`src/rtl/amd_pkg.sv`:
```
`timescale 1ns / 1ps
// ============================================================================
// amd_pkg
// Shared types and constants for the accelerometer axis motor drive.
// ============================================================================
package amd_pkg;

    // Input and result field widths
    localparam int ACC_W   = 16;
    localparam int DRIVE_W = 17;
    localparam int LED_W   = 16;
    localparam int AXIS_W  = 2;
    localparam int FS_W    = 16;

    // Arithmetic widths
    localparam int SUMSQ_W = 32;              // x^2+y^2+z^2 < 2^32
    localparam int RAD_W   = 62;              // sumsq << 30
    localparam int RES_W   = 63;              // root work register and trial value
    localparam int NUM_W   = 31;              // root or |comp| << 15
    localparam int QUO_W   = 16;              // quotient before clamping
    localparam int FRAC_SH = 15;              // Q2.15 scale shift
    localparam int RAD_SH  = 30;              // radicand scale shift
    localparam int CNT_W   = 5;

    // Step counts (last counter values)
    localparam logic [CNT_W-1:0] SQ_LAST   = CNT_W'(2);
    localparam logic [CNT_W-1:0] ROOT_LAST = CNT_W'(31);
    localparam logic [CNT_W-1:0] DIV_LAST  = CNT_W'(15);

    // Constants
    localparam logic [FS_W-1:0]  FS_RESET = 16'd10240;  // 10.0 g
    localparam logic [LED_W-1:0] Q15_ONE  = 16'h8000;   // 1.0 in Q1.15

    // Opcodes
    localparam logic OP_SAMPLE = 1'b0;
    localparam logic OP_TAP    = 1'b1;

    // Axis codes
    localparam logic [AXIS_W-1:0] AXIS_X   = 2'd0;
    localparam logic [AXIS_W-1:0] AXIS_Y   = 2'd1;
    localparam logic [AXIS_W-1:0] AXIS_Z   = 2'd2;
    localparam logic [AXIS_W-1:0] AXIS_MAG = 2'd3;

    // Controller states
    typedef enum logic [2:0] {
        ST_IDLE,
        ST_SQ,
        ST_RINIT,
        ST_ROOT,
        ST_MAGLD,
        ST_DIV,
        ST_DONE
    } amd_state_t;

    // Controller to datapath commands
    typedef struct packed {
        logic cnt_clr;
        logic load;
        logic advance;
        logic sq_step;
        logic root_init;
        logic root_step;
        logic div_step;
        logic mag_load;
        logic write_out;
    } amd_cmd_t;

    // Datapath to controller status
    typedef struct packed {
        logic sq_done;
        logic root_done;
        logic div_done;
        logic comp_div_busy;
    } amd_stat_t;

endpackage

```
`src/rtl/amd_ifs.sv`:
```
`timescale 1ns / 1ps
// ============================================================================
// amd channel interfaces
// Valid/ready channels for samples, results and the full-scale register.
// ============================================================================
interface amd_in_if;
    import amd_pkg::*;
    logic                     valid;
    logic                     ready;
    logic                     opcode;
    logic signed [ACC_W-1:0]  accel_x;
    logic signed [ACC_W-1:0]  accel_y;
    logic signed [ACC_W-1:0]  accel_z;

    modport source (output valid, opcode, accel_x, accel_y, accel_z, input ready);
    modport sink   (input valid, opcode, accel_x, accel_y, accel_z, output ready);
endinterface

interface amd_out_if;
    import amd_pkg::*;
    logic                      valid;
    logic                      ready;
    logic signed [DRIVE_W-1:0] motor_drive;
    logic [LED_W-1:0]          led_level;
    logic [AXIS_W-1:0]         axis_in_use;

    modport source (output valid, motor_drive, led_level, axis_in_use, input ready);
    modport sink   (input valid, motor_drive, led_level, axis_in_use, output ready);
endinterface

interface amd_cfg_if;
    import amd_pkg::*;
    logic            valid;
    logic            ready;
    logic [FS_W-1:0] full_scale_accel;

    modport source (output valid, full_scale_accel, input ready);
    modport sink   (input valid, full_scale_accel, output ready);
endinterface

```
`src/rtl/accel_axis_motor_drive.sv`:
```
`timescale 1ns / 1ps
// Sequence: a sample raises result valid after 3 square steps, root setup, 32 root iterations,
// magnitude load, 16 divider steps and the result write, which waits while a result is stalled;
// a double tap is handled in the idle state. One sample at a time, paced by the one-bit-per-cycle
// root loop and the 16-step magnitude division; the component division overlaps the root.
// Reset: full scale returns to 10.0 g, the axis to X, and no result is pending.
// ============================================================================
// accel_axis_motor_drive
// Accelerometer-driven motor drive and LED level with double-tap axis select.
// ============================================================================
module accel_axis_motor_drive
    import amd_pkg::*;
(
    input  logic  clk,
    input  logic  rst_n,
    amd_in_if.sink    sample,
    amd_out_if.source result,
    amd_cfg_if.sink   cfg
);

    amd_cmd_t  cmd;
    amd_stat_t stat;

    // Register writes are always taken
    assign cfg.ready = 1'b1;

    // Sequencer
    amd_ctrl u_ctrl (
        .clk       (clk),
        .rst_n     (rst_n),
        .in_valid  (sample.valid),
        .in_opcode (sample.opcode),
        .in_ready  (sample.ready),
        .out_valid (result.valid),
        .out_ready (result.ready),
        .stat      (stat),
        .cmd       (cmd)
    );

    // Arithmetic and state
    amd_dp u_dp (
        .clk         (clk),
        .rst_n       (rst_n),
        .cmd         (cmd),
        .stat        (stat),
        .accel_x     (sample.accel_x),
        .accel_y     (sample.accel_y),
        .accel_z     (sample.accel_z),
        .cfg_we      (cfg.valid),
        .cfg_data    (cfg.full_scale_accel),
        .motor_drive (result.motor_drive),
        .led_level   (result.led_level),
        .axis_in_use (result.axis_in_use)
    );

endmodule

```
`src/rtl/amd_ctrl.sv`:
```
`timescale 1ns / 1ps
// ============================================================================
// amd_ctrl
// Sequencer: double taps, squares, root iterations, divisions and result handoff.
// ============================================================================
module amd_ctrl
    import amd_pkg::*;
(
    input  logic      clk,
    input  logic      rst_n,
    input  logic      in_valid,
    input  logic      in_opcode,
    output logic      in_ready,
    output logic      out_valid,
    input  logic      out_ready,
    input  amd_stat_t stat,
    output amd_cmd_t  cmd
);

    amd_state_t state_reg, state_next;
    logic       out_valid_reg, out_valid_next;

    // State and result-valid registers
    always_ff @(posedge clk or negedge rst_n)
    begin
        if (!rst_n)
        begin
            state_reg     <= ST_IDLE;
            out_valid_reg <= 1'b0;
        end
        else
        begin
            state_reg     <= state_next;
            out_valid_reg <= out_valid_next;
        end
    end

    // Next state and commands
    always_comb
    begin
        state_next = state_reg;
        cmd        = '0;
        in_ready   = 1'b0;
        case (state_reg)
            ST_IDLE:
            begin
                in_ready    = 1'b1;
                cmd.cnt_clr = 1'b1;
                if (in_valid)
                begin
                    if (in_opcode == OP_TAP)
                    begin
                        cmd.advance = 1'b1;
                    end
                    else
                    begin
                        cmd.load   = 1'b1;
                        state_next = ST_SQ;
                    end
                end
            end
            ST_SQ:
            begin
                cmd.sq_step = 1'b1;
                if (stat.sq_done)
                begin
                    cmd.cnt_clr = 1'b1;
                    state_next  = ST_RINIT;
                end
            end
            ST_RINIT:
            begin
                cmd.root_init = 1'b1;
                cmd.cnt_clr   = 1'b1;
                state_next    = ST_ROOT;
            end
            ST_ROOT:
            begin
                cmd.root_step = 1'b1;
                cmd.div_step  = stat.comp_div_busy;
                if (stat.root_done)
                begin
                    cmd.cnt_clr = 1'b1;
                    state_next  = ST_MAGLD;
                end
            end
            ST_MAGLD:
            begin
                cmd.mag_load = 1'b1;
                cmd.cnt_clr  = 1'b1;
                state_next   = ST_DIV;
            end
            ST_DIV:
            begin
                cmd.div_step = 1'b1;
                if (stat.div_done)
                begin
                    state_next = ST_DONE;
                end
            end
            ST_DONE:
            begin
                if (!out_valid_reg || out_ready)
                begin
                    cmd.write_out = 1'b1;
                    state_next    = ST_IDLE;
                end
            end
            default:
            begin
                state_next = ST_IDLE;
            end
        endcase
    end

    // Result slot: filled on write, emptied when taken
    always_comb
    begin
        if (cmd.write_out)
        begin
            out_valid_next = 1'b1;
        end
        else if (out_ready)
        begin
            out_valid_next = 1'b0;
        end
        else
        begin
            out_valid_next = out_valid_reg;
        end
    end

    assign out_valid = out_valid_reg;

endmodule

```
`src/rtl/amd_dp.sv`:
```
`timescale 1ns / 1ps
// ============================================================================
// amd_dp
// Datapath: sum of squares, bit-serial square root, restoring divider,
// axis state, full-scale register and result registers.
// ============================================================================
module amd_dp
    import amd_pkg::*;
(
    input  logic                      clk,
    input  logic                      rst_n,
    input  amd_cmd_t                  cmd,
    output amd_stat_t                 stat,
    input  logic signed [ACC_W-1:0]   accel_x,
    input  logic signed [ACC_W-1:0]   accel_y,
    input  logic signed [ACC_W-1:0]   accel_z,
    input  logic                      cfg_we,
    input  logic [FS_W-1:0]           cfg_data,
    output logic signed [DRIVE_W-1:0] motor_drive,
    output logic [LED_W-1:0]          led_level,
    output logic [AXIS_W-1:0]         axis_in_use
);

    // Control state
    logic [FS_W-1:0]   fs_reg;
    logic [AXIS_W-1:0] axis_reg;
    logic [CNT_W-1:0]  cnt_reg;

    // Payload registers
    logic signed [ACC_W-1:0] x_reg, y_reg, z_reg;
    logic [AXIS_W-1:0]       cur_axis_reg;
    logic                    comp_neg_reg;
    logic [LED_W-1:0]        comp_mag_reg;
    logic [SUMSQ_W-1:0]      sumsq_reg;
    logic [RAD_W-1:0]        rad_reg;
    logic [RES_W-1:0]        res_reg;
    logic [RES_W-1:0]        bit_reg;
    logic [NUM_W-1:0]        rem_reg;
    logic [NUM_W-1:0]        dvs_reg;
    logic [QUO_W-1:0]        quo_reg;
    logic                    dzero_reg;
    logic                    dsat_reg;
    logic signed [DRIVE_W-1:0] drive_reg;
    logic [LED_W-1:0]          led_reg;
    logic [AXIS_W-1:0]         axis_out_reg;

    // Combinational helpers
    logic signed [ACC_W-1:0]   comp_in;
    logic signed [ACC_W:0]     comp_ext;
    logic [ACC_W-1:0]          comp_abs;
    logic signed [ACC_W-1:0]   sq_op;
    logic signed [2*ACC_W-1:0] sq_prod;
    logic [RES_W-1:0]          trial;
    logic                      root_take;
    logic [NUM_W-1:0]          div_num;
    logic [SUMSQ_W-1:0]        sat_thr;
    logic                      div_take;
    logic [LED_W-1:0]          div_result;
    logic [DRIVE_W-1:0]        comp_drive;

    // Full-scale register, axis select and step counter
    always_ff @(posedge clk or negedge rst_n)
    begin
        if (!rst_n)
        begin
            fs_reg   <= FS_RESET;
            axis_reg <= AXIS_X;
            cnt_reg  <= '0;
        end
        else
        begin
            if (cfg_we)
            begin
                fs_reg <= cfg_data;
            end
            if (cmd.advance)
            begin
                axis_reg <= axis_reg + AXIS_W'(1);
            end
            cnt_reg <= cmd.cnt_clr ? '0 : cnt_reg + CNT_W'(1);
        end
    end

    assign stat.sq_done       = (cnt_reg == SQ_LAST);
    assign stat.root_done     = (cnt_reg == ROOT_LAST);
    assign stat.div_done      = (cnt_reg == DIV_LAST);
    assign stat.comp_div_busy = (cnt_reg <= DIV_LAST);

    // Selected component magnitude
    always_comb
    begin
        case (axis_reg)
            AXIS_X:  comp_in = accel_x;
            AXIS_Y:  comp_in = accel_y;
            default: comp_in = accel_z;
        endcase
    end
    assign comp_ext = {comp_in[ACC_W-1], comp_in};
    assign comp_abs = comp_in[ACC_W-1] ? ACC_W'(-comp_ext) : ACC_W'(comp_ext);

    // Squarer operand: one component per step
    always_comb
    begin
        case (cnt_reg[1:0])
            2'd0:    sq_op = x_reg;
            2'd1:    sq_op = y_reg;
            default: sq_op = z_reg;
        endcase
    end
    assign sq_prod = sq_op * sq_op;

    // Root trial value
    assign trial     = res_reg + bit_reg;
    assign root_take = ({1'b0, rad_reg} >= trial);

    // Divider operand and saturation threshold (32769 * fs)
    assign div_num  = cmd.load ? NUM_W'({comp_abs, FRAC_SH'(0)}) : res_reg[NUM_W-1:0];
    assign sat_thr  = {1'b0, fs_reg, FRAC_SH'(0)} + SUMSQ_W'(fs_reg);
    assign div_take = (rem_reg >= dvs_reg);

    // Clamped quotient
    always_comb
    begin
        if (dzero_reg)
        begin
            div_result = '0;
        end
        else if (dsat_reg)
        begin
            div_result = Q15_ONE;
        end
        else
        begin
            div_result = quo_reg;
        end
    end

    // Sample capture, squares and root iterations
    always_ff @(posedge clk)
    begin
        if (cmd.load)
        begin
            x_reg        <= accel_x;
            y_reg        <= accel_y;
            z_reg        <= accel_z;
            cur_axis_reg <= axis_reg;
            comp_neg_reg <= comp_in[ACC_W-1];
            sumsq_reg    <= '0;
        end
        else if (cmd.sq_step)
        begin
            sumsq_reg <= sumsq_reg + $unsigned(sq_prod);
        end

        if (cmd.root_init)
        begin
            rad_reg <= {sumsq_reg, RAD_SH'(0)};
            res_reg <= '0;
            bit_reg <= {1'b1, (RES_W-1)'(0)};
        end
        else if (cmd.root_step)
        begin
            if (root_take)
            begin
                rad_reg <= rad_reg - trial[RAD_W-1:0];
                res_reg <= (res_reg >> 1) + bit_reg;
            end
            else
            begin
                res_reg <= res_reg >> 1;
            end
            bit_reg <= bit_reg >> 2;
        end
    end

    // Restoring divider, shared by the component and magnitude quotients
    always_ff @(posedge clk)
    begin
        if (cmd.mag_load)
        begin
            comp_mag_reg <= div_result;
        end
        if (cmd.load || cmd.mag_load)
        begin
            rem_reg   <= div_num;
            dvs_reg   <= {fs_reg, FRAC_SH'(0)};
            quo_reg   <= '0;
            dzero_reg <= (div_num == '0);
            dsat_reg  <= ({1'b0, div_num} >= sat_thr);
        end
        else if (cmd.div_step)
        begin
            if (div_take)
            begin
                rem_reg <= rem_reg - dvs_reg;
            end
            quo_reg <= {quo_reg[QUO_W-2:0], div_take};
            dvs_reg <= dvs_reg >> 1;
        end
    end

    // Signed component drive
    assign comp_drive = comp_neg_reg ? -{1'b0, comp_mag_reg} : {1'b0, comp_mag_reg};

    // Result registers
    always_ff @(posedge clk)
    begin
        if (cmd.write_out)
        begin
            led_reg      <= div_result;
            axis_out_reg <= cur_axis_reg;
            if (cur_axis_reg == AXIS_MAG)
            begin
                drive_reg <= $signed({1'b0, div_result});
            end
            else
            begin
                drive_reg <= $signed(comp_drive);
            end
        end
    end

    assign motor_drive = drive_reg;
    assign led_level   = led_reg;
    assign axis_in_use = axis_out_reg;

endmodule

```
`src/flat_wrapper.sv`:
```
// flat-port wrapper written by rule: the top's interface ports become plain ports
module accel_axis_motor_drive_flat import amd_pkg::*;
  (clk, rst_n, sample_valid, sample_opcode, sample_accel_x, sample_accel_y, sample_accel_z, sample_ready, result_valid, result_motor_drive, result_led_level, result_axis_in_use, result_ready, cfg_valid, cfg_full_scale_accel, cfg_ready);
  amd_in_if sample_i ();
  amd_out_if result_i ();
  amd_cfg_if cfg_i ();
  input  logic clk;
  input  logic rst_n;
  input wire logic [$bits(sample_i.valid)-1:0] sample_valid;
  input wire logic [$bits(sample_i.opcode)-1:0] sample_opcode;
  input wire logic [$bits(sample_i.accel_x)-1:0] sample_accel_x;
  input wire logic [$bits(sample_i.accel_y)-1:0] sample_accel_y;
  input wire logic [$bits(sample_i.accel_z)-1:0] sample_accel_z;
  output wire logic [$bits(sample_i.ready)-1:0] sample_ready;
  output wire logic [$bits(result_i.valid)-1:0] result_valid;
  output wire logic [$bits(result_i.motor_drive)-1:0] result_motor_drive;
  output wire logic [$bits(result_i.led_level)-1:0] result_led_level;
  output wire logic [$bits(result_i.axis_in_use)-1:0] result_axis_in_use;
  input wire logic [$bits(result_i.ready)-1:0] result_ready;
  input wire logic [$bits(cfg_i.valid)-1:0] cfg_valid;
  input wire logic [$bits(cfg_i.full_scale_accel)-1:0] cfg_full_scale_accel;
  output wire logic [$bits(cfg_i.ready)-1:0] cfg_ready;
  assign sample_i.valid = sample_valid;
  assign sample_i.opcode = sample_opcode;
  assign sample_i.accel_x = sample_accel_x;
  assign sample_i.accel_y = sample_accel_y;
  assign sample_i.accel_z = sample_accel_z;
  assign sample_ready = sample_i.ready;
  assign result_valid = result_i.valid;
  assign result_motor_drive = result_i.motor_drive;
  assign result_led_level = result_i.led_level;
  assign result_axis_in_use = result_i.axis_in_use;
  assign result_i.ready = result_ready;
  assign cfg_i.valid = cfg_valid;
  assign cfg_i.full_scale_accel = cfg_full_scale_accel;
  assign cfg_ready = cfg_i.ready;
  accel_axis_motor_drive u_core (.clk(clk), .rst_n(rst_n), .sample(sample_i), .result(result_i), .cfg(cfg_i));
endmodule
```
`config.mk`:
```
export PLATFORM = sky130hd
export DESIGN_NAME = accel_axis_motor_drive_flat
export DESIGN_NICKNAME = d
export VERILOG_FILES = /design/src/rtl/amd_pkg.sv /design/src/rtl/amd_ifs.sv /design/src/rtl/accel_axis_motor_drive.sv /design/src/rtl/amd_ctrl.sv /design/src/rtl/amd_dp.sv /design/src/flat_wrapper.sv
export SDC_FILE = /design/constraint.sdc
export NUM_CORES = 2
export LEC_CHECK = 0
export BUFFER_PORTS_ARGS = -buffer_cell sky130_fd_sc_hd__buf_2
export CORE_ASPECT_RATIO = 0.6
export CORE_MARGIN = 1
export CORE_UTILIZATION = 65
export DETAILED_ROUTE_END_ITERATION = 12
export PLACE_DENSITY = 0.86
export SYNTH_ARGS = -nofsm -noshare
export SYNTH_HDL_FRONTEND = slang
export SYNTH_HIERARCHICAL = 1
export SYNTH_SLANG_ARGS = --single-unit
```
`constraint.sdc`:
```
create_clock -name clk -period 11.48 [get_ports clk]
set_clock_uncertainty 0.15 [all_clocks]
set_input_delay 3.444 -clock clk [delete_from_list [all_inputs] [get_ports clk]]
set_output_delay 3.444 -clock clk [all_outputs]
set_load 0.03 [all_outputs]
```
== Word-level counts from Yosys, hierarchy flattened ==
Index checks and enable logic that the tools add are counted.
W data, S select, Z words.
Operators by class
  reduce and logical (&&, ||, !) cells: 18
  add/subtract/negate cells: 10
  bitwise gates (word level): 1
  order comparisons: 4
  multipliers: 1
  multiplexer cells: 42
  eq/ne operators: 18
Operators by type and width (number)
  $mux W31: 6
  $mux W62: 3
  $mux W16: 5
  $pmux W16 S2: 2
  $add A62 B63 Y63: 1
  $add A63 B63 Y63: 1
  $ge A62 B63 Y1: 1
  $mux W63: 1
  $sub A62 B62 Y62: 1
  $add A31 B16 Y32: 1
  $add A32 B32 Y32: 1
  $ge A31 B32 Y1: 1
  $mul A16 B16 Y32: 1
  $ge A31 B31 Y1: 1
  $logic_not A31 Y1: 1
  $sub A31 B31 Y31: 1
  $pmux W3 S7: 1
  $mux W3: 6
  $neg A16 Y17: 1
  $neg A16 Y16: 1
  $mux W1: 13
  $reduce_bool A2 Y1: 5
  $eq A3 B3 Y1 const B: 3
  $eq A3 B2 Y1 const B: 2
  24 further kinds: 34
Word-level totals
  bits in registers: 398
  word-level logic and storage cells: 120
  bits of input ports: 70
  output and inout bits: 38

== Longest topological paths before layout ==
  word-level depth: 6
  depth in mapped cells: 33
  gate-level depth less buffers: 31

== Modules after synthesis ==
The synthesis kept the hierarchy.
By module, submodules not included
  amd_dp: cells each 4094, times used 1, seq. area each 9836.9 um2, area an instance 36658.9 um2
  amd_ctrl: cells each 41, times used 1, seq. area each 100.1 um2, area an instance 327.8 um2
  accel_axis_motor_drive: cells each 2, times used 1, seq. area each 0.0 um2, area an instance 11.3 um2

== Worst setup path after synthesis ==
Ideal clock, no wire load.
  path type: in2reg
  from: in sample_valid
  to: reg u_core.u_dp.rem_reg[0] (enable)
  stages: 10
  setup time: 0.438 ns
  setup slack: 1.948 ns
  data arrival time: 8.944 ns
  data required time: 10.892 ns
  path buffers: 4
  path through: nand2_1 > nor2_1 > clkbuf_1 > clkbuf_1 > buf_1 > nor2_1 > inv_1 > clkbuf_1 > nor2_1 > a31oi_1
RTL lines
  start, declared: line flat_wrapper.sv:9  | input wire logic [$bits(sample_i.valid)-1:0] sample_valid;
  end signal, assigned: line amd_dp.sv:185  | rem_reg <= div_num;
  end signal, assigned: line amd_dp.sv:195  | rem_reg <= rem_reg - dvs_reg;
  end, declared: line amd_dp.sv:38  | logic [NUM_W-1:0] rem_reg;

== Worst setup path in the final report ==
  from: reg u_core.u_dp.cnt_reg[1]
  to: reg u_core.u_dp.sumsq_reg[28]
Between the ends
  longest elaborated chain between the ends: 4
  elaborated cells on any way between the ends: 5
  classes of those cells: 1 x add/sub; 1 x mul; 1 x eq/ne; 1 x mux; 1 x reduce/logical
Ends and longest elaborated chain
  start, declared: line amd_dp.sv:27  | logic [CNT_W-1:0] cnt_reg;
  start signal, assigned: line amd_dp.sv:80  | cnt_reg <= cmd.cnt_clr ? '0 : cnt_reg + CNT_W'(1);
  $eq A2 B1 Y1 or $logic_not A2 Y1 (tied branches): line amd_dp.sv:104  | case (cnt_reg[1:0])
  $pmux W16 S2 (*): line amd_dp.sv:104
  $mul A16 B16 Y32 (*): line amd_dp.sv:110  | assign sq_prod = sq_op * sq_op;
  $add A32 B32 Y32 (*): line amd_dp.sv:152  | sumsq_reg <= sumsq_reg + $unsigned(sq_prod);
  end signal, assigned: line amd_dp.sv:152
  end, declared: line amd_dp.sv:34  | logic [SUMSQ_W-1:0] sumsq_reg;
Mark *: on every way between the ends. The rest lies on a longest branch, timed or not.
A chain may end at the register's enable or synchronous reset.

==> impl_results.md <==
- Outcome: complete, no violations
- Post-CTS sizing: 0
- Prevailing post-synth register cell: dfxtp_1
- Row count: 67
- Fmax: 104.9 MHz
- Setup_tns: 0 ns
- Clock Root Buffer: clkbuf_16
- Synth Cell Area: 37000 µm²
- Die ar.: 57910 µm²
- Rel. slew slack: 31.13%
- Worst slew pin tran: between 1 and 1.5 ns
- Post-CTS Setup Repair Bufs: 0
- Io pins: between 100 and 150
- Crit share post-route: 83.08%
- Clk Latency, worst-skew pair: 0.57 ns
- Post-Syn Instances: 4137
- YS warnings: 6
- Max Slew Vio Count: 0
- Drt drc: 0
- Nets@finish: 4775
- CP Launch Type: flop
- First-pass DRT Iterations: 6
- Commonest non-fill, non-tap cell in the layout: inv_1
- Asr flop ratio synth: under 10%
- CTS Sinks: just under 400
- Antenna violations before repair: 5
- CP endpoint kind: flop
- Core area: 56000 µm²
- Die width: around 310 µm
- Layout cells sized above 1: 6.801%
- Final-report hold violation count: 0
- Final setup viols: 0
- Number of synthesized flops with an enable pin: 183
- Final worst path period need: around 9.5 ns
- Via count: 31140
- Adder-Cell Fraction of Synth Area: 24.88%
- Slowest CP cell: a21oi_1
- Met2 Use GR: 46.43%
- Unique masters post-synth: 95
- Starting DRT DRC Count: 4329
- Area Growth Syn to Fin: 6.233%
- Clk slew on worst S/H paths: 0.06 ns
- RSZ-0062 raised after global routing: no
- Top cells by area, synth: edfxtp_1 15%, fa_1 14%, ha_1 10%, dfxtp_1 10%, inv_1 4.7%
- Sequential area share after synthesis: 26.86%
- Synth Net Count: 4783
- DIE HEIGHT: around 190 µm
- WP data arrival: 9.87 ns
- Largest family of logic cells by synthesized area: adder cells
- CP max FO: 17
- First-pass GRT wire length: 163400 µm
- Total of max-cap violations: 0
- Compound-Gate Fraction of Synth Area: about 16%
- Synth top area share: 14.85%
- Initial Util: 66.07%
- Syn avg cell area: 8.943 µm²
- Vias/cell: between 6 and 7
- Synthesis-stage register bit count: 398
- Synth Area in Simple Gates: 14.42%
- DR WL/cell: 21.01 µm
- Dpl hpwl: 80010 µm
- Grt met1 use: 57.27%
- Gpl congestion: 0.9923
- CTS H-Tree Depth: 2
- GR Util met3: 11.55%
- Total Routing Usage GR: 35.82%
- Overflow after GRT: 0
- Final WL: a little over 100000 µm
- Min-Delay Path Class: reg2reg
- Final antenna-violating net count: 0
- Largest net degree at the start of global routing: 73
- Num CTS Buffers: 40
- Critical setup path kind: reg2reg
- CTS Buffer Depth: 3
- Xor and xnor area share after synthesis: 6.013%
- CP max stage delay: 0.74 ns
- Req. time, crit path: 11.81 ns
- CTS tree: built
- Most frequent cells in the layout: 468 x inv_1, 450 x nor2_1, 310 x ha_1, 309 x nand2_1, 266 x fa_1
- Port Buffers: 106
- Area leader, netlist: edfxtp_1
- Hold_buf cts: 0
- Mux share of post-synthesis cell area: 4.515%
- Number of global-route vias before repair: 29270
- Busiest layer in global routing: met1
- Flip-flop count of the largest register after layout: 63
## layer usage
| layer | routed length [µm] | vias up |
|---|---|---|
| met5 | 67 | - |
| met3 | 15260 | 130 |
| li1 | - | 14300 |
| met4 | 1647 | 4 |
| met1 | 46890 | 14790 |
| met2 | 39600 | 1907 |
## cell families (layout without fill, tap and decap cells)
kind of cell	count (synthesis)	after routing
muxes	165	165
and+or+nand+nor	1160	1160
DFF	398	398
AOI/OAI and AO/OA	920	920
xor gates and xnor gates	254	254
adders and majority gates	576	576
buffers and inverters	663	687
other	1	5
## cell type report
type	instances	area, µm²
antenna	4	10.01
sequential	398	9937
inverter	474	1779
multi-input combinational	3076	24550
tap	759	949.7
fill	4254	16690
clock buffer	54	1147
clock inverter	20	153.9
timing repair buffer	139	778.2
## worst max-delay path, delay by kind of cell (launching register included)
kind | cells | cell delay, ns
DFF | 1 | 0.43
xor gates and xnor gates | 1 | 0.10
AOI/OAI and AO/OA | 10 | 2.65
buffers and inverters | 8 | 1.19
and+or+nand+nor | 3 | 0.73
adders and majority gates | 8 | 4.19
## final timing paths
| check | start | endpoint | slack (ns) | depth (start not counted) |
|---|---|---|---|---|
| max | u_core/u_dp/cnt_reg[1] | u_core/u_dp/sumsq_reg[28] | 1.94 | 30 |
| min | u_core/u_dp/axis_reg[1] | u_core/u_dp/cur_axis_reg[1] | 0.30 | 0 |
| max reg2reg | u_core/u_dp/cnt_reg[1] | u_core/u_dp/sumsq_reg[28] | 1.94 | 30 |
| min reg2reg | u_core/u_dp/axis_reg[1] | u_core/u_dp/cur_axis_reg[1] | 0.30 | 0 |
| max in group asynchronous | rst_n | u_core/u_dp/fs_reg[1] | 7.89 | 1 |
| min in group asynchronous | rst_n | u_core/u_ctrl/state_reg[2] | 2.79 | 1 |
## Yosys cell counts (all sizes together), types with 78 or more instances
library cell  number
fa               266
edfxtp           183
clkbuf           125
xnor2            153
nand3             78
o21ai            197
ha               310
inv              468
dfxtp            188
a21o             102
a21oi            223
nand2            309
xor2             101
mux2i            150
a31oi             80
nor2             452
## per-stage QoR
| stage | setup slack (ns) | cells | cell area (µm²) | hold WS, ns | util (%) |
|---|---|---|---|---|---|
| 2_1_floorplan | 1.948 | 4137 | 37000 | 0.2749 | - |
| 3_3_place_gp | 2.552 | 4846 | 37990 | 0.2782 | 67.85 |
| 3_5_place_dp | 2.260 | 4846 | 37990 | 0.2835 | 67.85 |
| 4_1_cts | 2.156 | 4920 | 39290 | 0.2978 | 70.17 |
| 5_1_grt | 1.525 | 4924 | 39300 | 0.3031 | 70.19 |
| 6_report | 1.943 | 4924 | 39300 | 0.2963 | 70.19 |
Power is not shown: default switching activity piles up to over one toggle a cycle in this logic, so the estimate is an artifact.
